File: config.mk
export PLATFORM = sky130hd
export DESIGN_NAME = cht_ram
export DESIGN_NICKNAME = d
export VERILOG_FILES = /design/src/design/cht_ram.sv
export SDC_FILE = /design/constraint.sdc
export NUM_CORES = 1
export LEC_CHECK = 0
export BUFFER_PORTS_ARGS = -buffer_cell sky130_fd_sc_hd__buf_2
export CORE_ASPECT_RATIO = 1.5
export CORE_UTILIZATION = 55
export CTS_CLUSTER_SIZE = 25
export DETAILED_ROUTE_END_ITERATION = 8
export HOLD_SLACK_MARGIN = 0.05
export PLACE_DENSITY = 0.78
export SYNTH_ARGS = -nofsm -noshare
export SYNTH_HDL_FRONTEND = slang
export SYNTH_SLANG_ARGS = --single-unit
File: constraint.sdc
create_clock -name i_clk -period 3.38 [get_ports i_clk]
set_input_delay 0.507 -clock i_clk [delete_from_list [all_inputs] [get_ports i_clk]]
set_output_delay 0.507 -clock i_clk [all_outputs]
set_load 0.05 [all_outputs]
File: src/design/cht_ram.sv
// ---------------------------------------------------------------------------
// cht_ram
// Generic single write port, single read port RAM with registered read.
// ---------------------------------------------------------------------------
`default_nettype none

module cht_ram #(
    parameter int WIDTH  = 8,
    parameter int DEPTH  = 16,
    parameter int ADDR_W = (DEPTH > 1) ? $clog2(DEPTH) : 1
) (
    input  wire logic              i_clk,
    input  wire logic              i_we,
    input  wire logic [ADDR_W-1:0] i_waddr,
    input  wire logic [WIDTH-1:0]  i_wdata,
    input  wire logic              i_re,
    input  wire logic [ADDR_W-1:0] i_raddr,
    output logic      [WIDTH-1:0]  o_rdata
);

    logic [WIDTH-1:0] r_mem [DEPTH];

    // write port
    always_ff @(posedge i_clk) begin
        if (i_we) begin
            r_mem[i_waddr] <= i_wdata;
        end
    end

    // registered read, holds when not enabled
    always_ff @(posedge i_clk) begin
        if (i_re) begin
            o_rdata <= r_mem[i_raddr];
        end
    end

endmodule

`default_nettype wire

Word-level counts from Yosys, hierarchy flattened
Memory sizes are Yosys's and may differ from the RTL's. A register that Yosys moved wholly into a read port is not among the register bits.
Cells that the tools add are included.
{"block": "word_totals", "out_inout_bits": 8, "input_bits": 19, "ram_bits": 128, "wordCells": 3, "reg_bits": 0, "mem_count": 1}
{"block": "op_classes", "muxes": 2}
{"name": "r_mem", "depth": 16, "width": 8, "rd": 1, "rd_clocked_by_memory_dff": 1, "write_ports": 1, "line_no": "21", "rtl": "logic [WIDTH-1:0] r_mem [DEPTH];"}
{"operator": "1-bit two-way mux", "n": 2}

Depth between registers and ports, before layout
{"block": "depth", "depth_word": 2, "mapped_depth": 5, "ltp_nobuf": 3}

Worst setup path before layout
Ideal clock, no wire load.
{"block": "synth_path", "path_type": "input-to-reg", "start": "in i_waddr[2]", "end": "mem r_mem[0][0], enable pin", "t_required_ps": 2997, "path_stages": 2, "setup_slack_ps": 1380, "n_path_buf": 0, "arrival_time_ps": 1617, "path_cell_list": "or3b_2 -> nor3_1"}
{"element": "start, declared", "line_no": "14", "rtl": "input wire logic [ADDR_W-1:0] i_waddr,"}
{"element": "end, declared", "line_no": "21"}
Straight into the memory's write port.

==> impl_metrics.prom <==
# TYPE chip_impl_metric gauge
chip_impl_info{name="status",value="complete, no violations"} 1
chip_impl_metric{name="clk_pin_slew_worst_paths",unit="ps"} 60
chip_impl_metric{name="grt_first_pass_wirelength",unit="um"} 14480
chip_impl_metric{name="sequential_cell_area_fraction_in_the_yosys_report",unit="%"} 78.12
chip_impl_info{name="worst-setup-path-type",value="in2reg"} 1
chip_impl_info{name="hold-path-endpoint",value="o_rdata[4]"} 1
chip_impl_metric{name="post_dp_cell_area",unit="mm2"} 0.005461
chip_impl_metric{name="drt-initial-drc-count",unit=""} 234
chip_impl_metric{name="dr.pass1.iters",unit=""} 5
chip_impl_metric{name="number_of_enable_flip_flop_cells_after_synthesis",unit=""} 136
chip_impl_info{name="post-synth-top-area-cell",value="sky130_fd_sc_hd__edfxtp_1"} 1
chip_impl_metric{name="i_o_buffers",unit=""} 26
chip_impl_info{name="endpoint_kind",value="register"} 1
chip_impl_metric{name="drv_cap",unit=""} 0
chip_impl_info{name="rsz0062_at_grt",value="no"} 1
chip_impl_metric{name="hold_violations",unit=""} 0
chip_impl_metric{name="worst-slew-pin-transition",unit="ps"} 977.6
chip_impl_metric{name="rrSetupSlack",unit="ps"} 1930
chip_impl_metric{name="chipHeight",unit="um"} 121.4
chip_impl_metric{name="global_route.usage.met1",unit="%"} 26.81
chip_impl_info{name="rr_endpoint",value="o_rdata[1]"} 1
chip_impl_metric{name="cts_max_level",unit=""} 4
chip_impl_metric{name="yosys_register_bits",unit=""} 136
chip_impl_metric{name="design.die.area",unit="mm2"} 0.009906
chip_impl_metric{name="number_of_antenna_violations_at_the_first_check_in_global_routing",unit=""} 0
chip_impl_metric{name="detailedPlacementHpwl",unit="um"} 5961
chip_impl_metric{name="ctsLongestPathBuffers",unit=""} 2
chip_impl_metric{name="worst_r2r_path_depth",unit=""} 3
chip_impl_metric{name="static-leakage-power",unit="nW"} 2.014
chip_impl_metric{name="gr-total-overflow",unit=""} 0
chip_impl_metric{name="core_area",unit="mm2"} 0.009254
chip_impl_metric{name="rows",unit=""} 43
chip_impl_metric{name="finalClockSkew",unit="ps"} 7.666
chip_impl_metric{name="max_clock_freq",unit="MHz"} 507.5
chip_impl_metric{name="worst_ir_drop_vdd",unit="V"} 0.0004405
chip_impl_info{name="ys_top_cells_by_area",value="sky130_fd_sc_hd__edfxtp_1 78%, sky130_fd_sc_hd__mux4_2 7.8%, sky130_fd_sc_hd__mux4_1 7.0%"} 1
chip_impl_metric{name="die_w",unit="um"} 81.60
chip_impl_info{name="synth-main-ff-cell",value="sky130_fd_sc_hd__edfxtp_1"} 1
chip_impl_metric{name="cts_hold_repair.buffers",unit=""} 0
chip_impl_metric{name="wl",unit="um"} 9659
chip_impl_metric{name="grt_use_total",unit="%"} 22.46
chip_impl_info{name="synthTopCellsByCount",value="136 x sky130_fd_sc_hd__edfxtp_1, 18 x sky130_fd_sc_hd__mux4_2, 16 x sky130_fd_sc_hd__a22oi_1"} 1
chip_impl_metric{name="cp_max_fo",unit=""} 17
chip_impl_metric{name="asyncSetResetFlopFracSynth",unit="%"} 0
chip_impl_metric{name="clkLatencyLatePin",unit="ps"} 410
chip_impl_metric{name="grt_pass1_vias",unit=""} 2520
chip_impl_metric{name="power_density",unit="mW/mm2"} 643.2
chip_impl_metric{name="tns",unit="ps"} 0
chip_impl_metric{name="required_time_of_the_critical_path",unit="ps"} 3530
chip_impl_metric{name="maxSlewHeadroom",unit="%"} 34.59
chip_impl_metric{name="gr-usage-met2",unit="%"} 36.56
chip_impl_metric{name="route.detailed.vias_per_inst",unit=""} 6.232
chip_impl_metric{name="worstHoldPathCells",unit=""} 1
chip_impl_metric{name="cts_resized",unit=""} 0
chip_impl_info{name="cts_tree",value="yes"} 1
chip_impl_metric{name="post-route-drc-count",unit=""} 0
chip_impl_info{name="top_usage_layer",value="met2"} 1
chip_impl_metric{name="use_met3",unit="%"} 7.368
chip_impl_metric{name="final_antenna_net_count",unit=""} 0
chip_impl_info{name="timing.critical_path.from_type",value="input pin"} 1
chip_impl_metric{name="synth.cell_area",unit="mm2"} 0.005228
chip_impl_metric{name="number_of_cells_produced_by_synthesis",unit=""} 229
chip_impl_metric{name="detail_routed_net_length_per_standard_cell",unit="um"} 24.58
chip_impl_info{name="min-delay-path-class",value="in2reg"} 1
chip_impl_metric{name="syn_to_final_growth",unit="%"} 15.34
chip_impl_metric{name="stdcell_area",unit="mm2"} 0.006030
chip_impl_metric{name="synth_nets",unit=""} 248
chip_impl_metric{name="post_synth.cell_area_avg",unit="um2"} 22.83
chip_impl_info{name="synthMostInstantiatedCell",value="sky130_fd_sc_hd__edfxtp_1"} 1
chip_impl_metric{name="final.min_clock_period",unit="ps"} 1971
chip_impl_metric{name="finish.net_count",unit=""} 288
chip_impl_metric{name="numCtsBuffers",unit=""} 17
chip_impl_metric{name="clock_sinks",unit=""} 136
chip_impl_metric{name="drive_gt1_share",unit="%"} 26.33
chip_impl_metric{name="timing.final.crit_share",unit="%"} 58.30
chip_impl_metric{name="insertedDiodeCount",unit=""} 0
chip_impl_metric{name="grt_max_degree",unit=""} 33
chip_impl_metric{name="synthDominantCellAreaShare",unit="%"} 78.12
chip_impl_info{name="cts.root.buffer_cell",value="sky130_fd_sc_hd__clkbuf_16"} 1
chip_impl_metric{name="initial_core_util",unit="%"} 56.49
chip_impl_metric{name="design.portCount",unit=""} 27
chip_impl_info{name="worst_r2r_startpoint",value="r_mem[1][1]"} 1
chip_impl_metric{name="post-cts-setup-buffer-count",unit=""} 0
chip_impl_metric{name="ys_types",unit=""} 18
chip_impl_metric{name="arrival_time_at_the_worst_endpoint",unit="ps"} 2120
chip_impl_info{name="hold_start",value="i_re"} 1
chip_impl_metric{name="synth_warn",unit=""} 0
chip_impl_metric{name="number_of_vias_in_the_routed_layout",unit=""} 2449
chip_impl_metric{name="final-setup-viol-count",unit=""} 0
chip_impl_metric{name="gp_congestion",unit=""} 0.7197
chip_impl_metric{name="timing_max_transition_violations_final",unit=""} 0
[layout make-up]
type	count	area (um2)
Fill cell	600	3224
Tap cell	112	140.1
Timing Repair Buffer	31	180.2
Multi-Input combinational cell	83	1057
Clock buffer	20	436.7
Clock inverter	11	131.4
Sequential cell	136	4084
[layout by cell type, fill, tap and decap left out, types with 2 or more instances in the layout]
cell type / count
sky130_fd_sc_hd__edfxtp_1: 136
sky130_fd_sc_hd__buf_2: 26
sky130_fd_sc_hd__mux4_2: 18
sky130_fd_sc_hd__clkbuf_16: 17
sky130_fd_sc_hd__a22oi_1: 16
sky130_fd_sc_hd__mux4_1: 14
sky130_fd_sc_hd__nor2_1: 13
sky130_fd_sc_hd__nand2_1: 9
sky130_fd_sc_hd__nor3_1: 4
sky130_fd_sc_hd__clkinv_1: 4
sky130_fd_sc_hd__buf_4: 4
sky130_fd_sc_hd__bufinv_16: 3
sky130_fd_sc_hd__clkbuf_1: 3
sky130_fd_sc_hd__nand3b_1: 2
sky130_fd_sc_hd__nand2b_1: 2
sky130_fd_sc_hd__clkinv_2: 2
[metrics by stage]
step | worst slack (ps) | hold WS, ps | cells | utilization [%] | total power, mW
after floorplan | 1380 | 605.9 | 229 | - | 2.068
after global placement | 955.4 | 725.2 | 362 | 59.02 | 2.131
after detailed placement | 976.3 | 743.5 | 362 | 59.02 | 2.138
after CTS | 1386 | 446.2 | 393 | 65.16 | 3.895
after global routing | 1300 | 451.1 | 393 | 65.16 | 3.984
final | 1409 | 459.7 | 393 | 65.16 | 3.878
[worst max-delay path, stage by stage]
cell,delay (ps)
sky130_fd_sc_hd__buf_2,450
sky130_fd_sc_hd__buf_12,250
sky130_fd_sc_hd__mux4_1,570
sky130_fd_sc_hd__a22oi_1,240
sky130_fd_sc_hd__nand2_1,90
[power by group]
part	switching [mW]	leakage (nW)	internal, mW
combinational	0.123	0.504	0.0687
sequential	0.00985	1.24	1.90
clock	0.634	0.274	1.14
total	0.766	2.01	3.11
[logic make-up after synthesis]
kind of cell / synth area share [%]
DFF: 78.12
and+or+nand+nor: 3.136
muxes: 14.79
AOI/OAI and AO/OA: 2.298
buffers and inverters: 1.651
[how the worst max path moves through the flow]
stage / to / cells past startpoint / slack, ps / from
after global routing: o_rdata[2] / 5 / 1300 / i_raddr[0]
final: o_rdata[1] / 5 / 1410 / i_raddr[0]
after detailed placement: o_rdata[2] / 5 / 980 / i_raddr[0]
after global placement: o_rdata[2] / 5 / 960 / i_raddr[0]
after CTS: o_rdata[1] / 5 / 1390 / i_raddr[0]
after floorplan: r_mem[0][0] / 2 / 1380 / i_waddr[2]
[routing by layer]
layer  vias to the layer above  wire [um]  part of all wire, %
li1                       1062          -                    -
met1                      1255       3643                   38
met2                       113       5208                   54
met3                        19        578                  6.0
met4                         0        228                  2.4
met5                         -          0                    0
[flip-flops by register name, indices dropped and copies added (netlist names)]
register and flops:
r_mem 128, o_rdata 8
(Power assumes the default switching activity.)
