[src/design/cht_pkg.sv]
// ---------------------------------------------------------------------------
// cht_pkg
// Shared types, codes and constants for the checked handle table.
// ---------------------------------------------------------------------------
`default_nettype none

package cht_pkg;

    // handle layout
    localparam int IDX_W      = 18;
    localparam int TYPE_LSB   = 18;
    localparam int TAG_LSB    = 24;
    localparam int PARITY_BIT = 31;

    localparam int HANDLE_W = 32;
    localparam int TYPE_W   = 6;
    localparam int TAG_W    = 7;
    localparam int OUTIDX_W = 10;
    localparam int STATUS_W = 3;
    localparam int MODE_W   = 2;

    // index compare width, wide enough for any entry count
    localparam int CMP_W = IDX_W + 1;

    // default table size
    localparam int MAX_ENTRIES_DEF = 1024;

    // configuration port
    localparam int CFG_DATA_W = 32;
    localparam int CFG_IDX_W  = 1;

    typedef enum logic [CFG_IDX_W-1:0] {
        CFG_OBJECT_TYPE = 1'b0,
        CFG_HANDLE_SALT = 1'b1
    } t_cfg_reg;

    typedef enum logic [MODE_W-1:0] {
        MODE_ADD   = 2'd0,
        MODE_CHECK = 2'd1,
        MODE_CLEAR = 2'd2
    } t_mode;

    typedef enum logic [STATUS_W-1:0] {
        ST_OK     = 3'd0,
        ST_FULL   = 3'd1,
        ST_NULL   = 3'd2,
        ST_PARITY = 3'd3,
        ST_TYPE   = 3'd4,
        ST_RANGE  = 3'd5,
        ST_TAG    = 3'd6
    } t_status;

    typedef struct packed {
        logic [MODE_W-1:0]   mode;
        logic [HANDLE_W-1:0] handle_in;
        logic [TAG_W-1:0]    new_tag;
    } t_in_word;

    typedef struct packed {
        logic [STATUS_W-1:0] status;
        logic [HANDLE_W-1:0] handle_out;
        logic [OUTIDX_W-1:0] index_out;
    } t_out_word;

    // table update request from the evaluation logic
    typedef struct packed {
        logic             wr;
        logic             clr;
        logic [TAG_W-1:0] tag;
    } t_tbl_upd;

endpackage

`default_nettype wire

[src/design/cht_eval.sv]
// ---------------------------------------------------------------------------
// cht_eval
// Request evaluation: builds new handles, signals table clears and checks
// incoming handles for null, parity, type, entry count and stored tag.
// ---------------------------------------------------------------------------
`default_nettype none

module cht_eval
    import cht_pkg::*;
#(
    parameter int MAX_ENTRIES = MAX_ENTRIES_DEF,
    parameter int CNT_W       = $clog2(MAX_ENTRIES + 1)
) (
    input  wire t_in_word            i_item,
    input  wire logic [CNT_W-1:0]    i_count,
    input  wire logic [TAG_W-1:0]    i_rd_tag,
    input  wire logic [TYPE_W-1:0]   i_obj_type,
    input  wire logic [HANDLE_W-1:0] i_salt,
    output t_out_word                o_res,
    output t_tbl_upd                 o_upd
);

    logic [HANDLE_W-1:0]   h_plain;
    logic [IDX_W-1:0]      chk_idx;
    logic [TYPE_W-1:0]     chk_type;
    logic [TAG_W-1:0]      chk_tag;
    logic [TAG_W-1:0]      add_tag;
    logic [PARITY_BIT-1:0] add_body;
    logic                  full;
    logic                  in_range;

    // fields of the incoming handle after the salt is removed
    assign h_plain  = i_item.handle_in ^ i_salt;
    assign chk_idx  = h_plain[IDX_W-1:0];
    assign chk_type = h_plain[TAG_LSB-1:TYPE_LSB];
    assign chk_tag  = h_plain[PARITY_BIT-1:TAG_LSB];
    assign in_range = {1'b0, chk_idx} < CMP_W'(i_count);

    // new handle body, zero tag promoted to one
    assign add_tag  = (i_item.new_tag == '0) ? TAG_W'(1) : i_item.new_tag;
    assign add_body = {add_tag, i_obj_type, IDX_W'(i_count)};
    assign full     = i_count >= CNT_W'(MAX_ENTRIES);

    always_comb begin
        o_res = '0;
        o_upd = '0;
        unique case (i_item.mode)
            MODE_ADD: begin
                if (full) begin
                    o_res.status = ST_FULL;
                end else begin
                    o_res.status     = ST_OK;
                    o_res.handle_out = {^add_body, add_body} ^ i_salt;
                    o_res.index_out  = OUTIDX_W'(i_count);
                    o_upd.wr         = 1'b1;
                    o_upd.tag        = add_tag;
                end
            end
            MODE_CHECK: begin
                // checks in fixed order, first failure wins
                priority if (i_item.handle_in == '0) begin
                    o_res.status = ST_NULL;
                end else if (h_plain[PARITY_BIT] != ^h_plain[PARITY_BIT-1:0]) begin
                    o_res.status = ST_PARITY;
                end else if (chk_type != i_obj_type) begin
                    o_res.status = ST_TYPE;
                end else if (!in_range) begin
                    o_res.status = ST_RANGE;
                end else if (i_rd_tag != chk_tag) begin
                    o_res.status = ST_TAG;
                end else begin
                    o_res.status    = ST_OK;
                    o_res.index_out = chk_idx[OUTIDX_W-1:0];
                end
            end
            MODE_CLEAR: begin
                o_upd.clr = 1'b1;
            end
            default: begin
                // unused mode: no effect, plain ok result
                o_res.status = ST_OK;
            end
        endcase
    end

endmodule

`default_nettype wire

[config.mk]
export PLATFORM = sky130hd
export DESIGN_NAME = cht_eval
export DESIGN_NICKNAME = d
export VERILOG_FILES = /design/src/design/cht_pkg.sv /design/src/design/cht_eval.sv
export SDC_FILE = /design/constraint.sdc
export NUM_CORES = 1
export LEC_CHECK = 0
export ABC_AREA = 1
export BUFFER_PORTS_ARGS = -buffer_cell sky130_fd_sc_hd__clkbuf_2
export CORE_ASPECT_RATIO = 0.9
export CORE_MARGIN = 2
export CORE_UTILIZATION = 48
export DETAILED_ROUTE_END_ITERATION = 12
export PLACE_DENSITY_LB_ADDON = 0.1
export SLEW_MARGIN = 10
export SYNTH_ARGS = -nofsm -noshare
export SYNTH_HDL_FRONTEND = slang
export SYNTH_SLANG_ARGS = --single-unit
export TNS_END_PERCENT = 20
[constraint.sdc]
create_clock -name vclk -period 1.9
set_input_delay 0.095 -clock vclk [all_inputs]
set_output_delay 0.095 -clock vclk [all_outputs]
set_load 0.01 [all_outputs]
## Word-level counts from Yosys, hierarchy flattened

Cells that the tools add are included.
Widths: inputs -> output; s select.

- Output and inout port bits: 54
- Bits in registers: 0
- Input port bits: 97

- Bitwise gates (word level): 2
- Equal/unequal tests: 5
- Mux-type cells: 21
- Order comparisons: 2
- Reductions and logical operators: 5

Operator list:

| cell | number |
|---|---|
| $xor 32x32->32 | 2 |
| $reduce_xor 31->1 | 2 |
| $mux 10 | 5 |
| $mux 42 | 1 |
| $logic_not 32->1 | 1 |
| $mux 32 | 1 |
| $mux 7 | 3 |
| $pmux 10 s2 | 1 |
| $lt 18x11->1 | 1 |
| $mux 3 | 5 |
| $ge 11x11->1 const B | 1 |
| $logic_not 7->1 | 1 |
| $ne 7x7->1 | 1 |
| $ne 6x6->1 | 1 |
| $pmux 3 s2 | 1 |
| $mux 1 | 4 |
| $eq 2x1->1 const B | 1 |
| $eq 2x2->1 const B | 1 |
| $logic_not 2->1 | 1 |
| $ne 1x1->1 | 1 |

## Depth between registers and ports, before layout

- Word-level depth: 8
- Depth in mapped cells: 19
- Gate-level depth less buffers: 19

## Worst setup path before layout

OpenSTA, ideal clock, no wires.

- Path kind: input-to-output
- Start: input port i_salt[7]
- End: output port o_res[0] (netlist name)
- Path slack: 0.126 ns
- Path buffers: 0
- Arrival time: 1.679 ns
- Data required time: 1.805 ns
- Stages on the path: 15
- Cell sequence: inv_1 -> nand2_1 -> nand2_1 -> ha_1 -> a21oi_1 -> nor2_1 -> nor3_1 -> a21oi_1 -> nor2_1 -> nand2_1 -> nor2_1 -> nand3_1 -> nor2_4 -> nand3_1 -> nand2_1

RTL lines:

| what | RTL line | RTL |
|---|---|---|
| start: declaration | cht_eval.sv:18 | `input wire logic [HANDLE_W-1:0] i_salt,` |
| end: declaration | cht_eval.sv:19 | `output t_out_word o_res,` |

==> impl_metrics.py <==
metrics = {
    "floorplanning": {
        "start_util_pct": 49.76,
        "fp.dieArea_um2": 6533,
        "pin_count": 151,
        "core_region_area_um2": 5693,
        "die_h_um": 76.88,
        "die_w_um": 84.98,
        "rows": 26,
    },
    "route": {
        "wl_um": 10390,
        "antenna_left": 0,
        "drtPass1Iterations": 5,
        "vias_per_cell": 4.999,
        "drtIter0Drc": 229,
        "num_vias": 4384,
        "avgRoutedWirePerCell_um": 11.84,
        "drcViolationCount": 0,
    },
    "worst_setup_path": {
        "cp_data_required_time_ns": 1.80,
        "critical_path_class": "primary input to output pin",
        "cp-end-kind": "output pin",
        "arrival_ns": 2.19,
        "critPathLaunchType": "primary input",
        "path_max_fanout": 4,
    },
    "synth": {
        "ys_warn_count": 0,
        "synth_fp_nets": 720,
        "ys_types": 19,
        "syn_area_per_cell_um2": 4.721,
        "ys_seq_area_share_pct": 0,
        "syn_inst": 600,
        "syn-cell-area_um2": 2833,
    },
    "timing": {
        "max_freq_ghz": 0.4372,
        "grt_setup_unrepaired": "yes",
        "relSlewSlack_pct": 57.99,
        "setup_ws_ns": -0.3875,
        "hold_viol_final": 0,
        "setup_viol": 14,
        "tightestPinTransition_ns": 0.6294,
        "finalCritPeriodShare_pct": 120.4,
        "whs_ns": 0.4598,
        "finalMaxSlewViolations": 0,
        "period_needed_ns": 2.288,
        "finalSetupTns_ns": -4.167,
    },
    "power": {
        "switching_power_w": 0.0007520,
        "power_frac_comb_pct": 100.0,
        "power_density_nw_per_um2": 299.6,
        "swShare_pct": 56.29,
        "pwr-share-clk_pct": 0,
        "vdd_drop_max_mv": 0.1951,
        "pwr-share-seq_pct": 0,
        "power_leakage_nw": 2.933,
        "p_int_w": 0.0005838,
    },
    "placed_design": {
        "hpwlAfterDp_um": 7851,
        "port_buffers": 151,
        "dp_slack_ns": -0.3128,
        "place_inst": 874,
        "gp_congestion": 0.8677,
    },
    "job": {
        "cap_violations": 0,
    },
    "global_route": {
        "grt_pass1_vias": 3805,
        "gr-usage-all-layers_pct": 26.52,
        "grt_first_pass_wirelength_um": 15140,
        "antenna_found_initial": 0,
        "overflow": 0,
        "grt_max_degree": 35,
    },
    "final_layout": {
        "n_antenna_cell": 0,
        "seq_cell_count": 0,
        "drive_above_1_share_pct": 31.60,
        "seq_area_um2": 0,
        "clock_buffers": 0,
        "final_cells": 877,
        "multiInputGateArea_um2": 2709,
        "areaGrowthSynthToFinish_pct": 57.38,
        "nFillCells": 451,
        "final_nets": 929,
    },
    "hold_path": {
        "hold_path_class": "primary input to output pin",
    },
    "status": {
        "failed_checks": "setup timing",
        "status": "finished, violations left",
    },
    "clock_network": {
        "postCtsHoldBufs": 0,
    },
}
cell families after synthesis:
kind of cell	after synthesis	synth area share, %
AO/OA/AOI/OAI	27	4.770
XOR/XNOR	51	16.03
adder cells (fa/ha/maj)	23	10.16
buffers and inverters	105	13.91
AND/OR/NAND/NOR	394	55.12
synth_stat cells (all sizes together):
cell type	count	area (um^2)
nand4	7	43.79
nor3	8	40.04
xnor2	33	289.0
ha	23	287.8
xor2	18	165.2
clkbuf	4	15.01
o21ai	9	45.04
and2	1	6.260
and3	1	6.260
buf	1	3.750
inv	100	375.4
a21oi	18	90.09
nor4	3	18.77
nand2	300	1129
nor2	48	187.7
nand3	26	130.1
critical path, stage by stage:
cell       delay [ns]
clkbuf_2         0.14
xnor2_4          0.16
ha_4             0.30
xor2_1           0.17
nand3_1          0.14
nand2_1          0.11
nand2_1          0.09
nand2_2          0.08
inv_1            0.05
nand2_1          0.07
nand2_2          0.06
nand3_2          0.08
nand2_4          0.07
nor2_4           0.17
clkbuf_16        0.18
nand3_1          0.07
nand2_1          0.06
buf_2            0.12
cell usage in the layout (no fill, tap or decap):
cell,netlist,final
a21oi_1,18,15
a21oi_2,0,3
and2_1,1,1
and3_1,1,1
buf_12,0,1
buf_2,0,12
buf_4,0,61
buf_6,0,3
buf_8,0,1
clkbuf_16,0,1
clkbuf_2,0,132
clkbuf_8,0,1
ha_1,23,16
ha_2,0,1
ha_4,0,6
inv_1,100,97
inv_2,0,3
nand2_1,299,289
nand2_2,1,10
nand2_4,0,1
nand3_1,26,21
nand3_2,0,4
nand3_4,0,1
nand4_1,7,7
nor2_1,47,45
nor2_2,0,2
nor2_4,1,1
nor3_1,8,7
nor3_2,0,1
nor4_1,3,3
o21ai_0,9,6
o21ai_1,0,2
o21ai_2,0,1
xnor2_1,33,26
xnor2_2,0,3
xnor2_4,0,4
xor2_1,17,16
xor2_2,1,2
final cells by class:
class / count / area share (%)
tap: 70 / 1.965
inverter: 100 / 8.420
timing repair buffer: 212 / 28.85
multi-input combinational: 495 / 60.76
repair_timing:
action / in CTS / in global routing
buffers inserted: 0 / 2
pin swaps: 2 / 15
resized for setup: 7 / 71
endpoints found under the setup margin: 13 / 14
gates cloned: 0 / 1
hold endpoints to repair: 0 / 0
routing by layer:
layer  track usage [%]  wire length (um)
met1             34.34              4344
met2             48.59              5100
met3             1.184               741
met4             4.762               199
met5                 0                 0
per-stage QoR:
| stage | total power [W] | cell area, um^2 | utilization (%) |
|---|---|---|---|
| floorplan | 0.0007104 | 2833 | - |
| global placement | 0.001113 | 4105 | 72.11 |
| detailed placement | 0.001149 | 4105 | 72.11 |
| CTS | 0.001165 | 4151 | 72.92 |
| global route | 0.001486 | 4458 | 78.31 |
| finish | 0.001336 | 4458 | 78.31 |
power by group through the flow:
stage | clock (W) | combinational [W] | sequential (W)
floorplan | 0 | 0.000710 | 0
global placement | 0 | 0.00111 | 0
detailed placement | 0 | 0.00115 | 0
CTS | 0 | 0.00117 | 0
global route | 0 | 0.00149 | 0
finish | 0 | 0.00134 | 0
worst paths after layout:
kind / from / end / slack, ns / cells after the start
min: i_item[39] / o_upd[7] / 0.46 / 3
max: i_item[20] / o_res[5] / -0.39 / 18
Note: power is estimated with default switching activity, not from simulation.
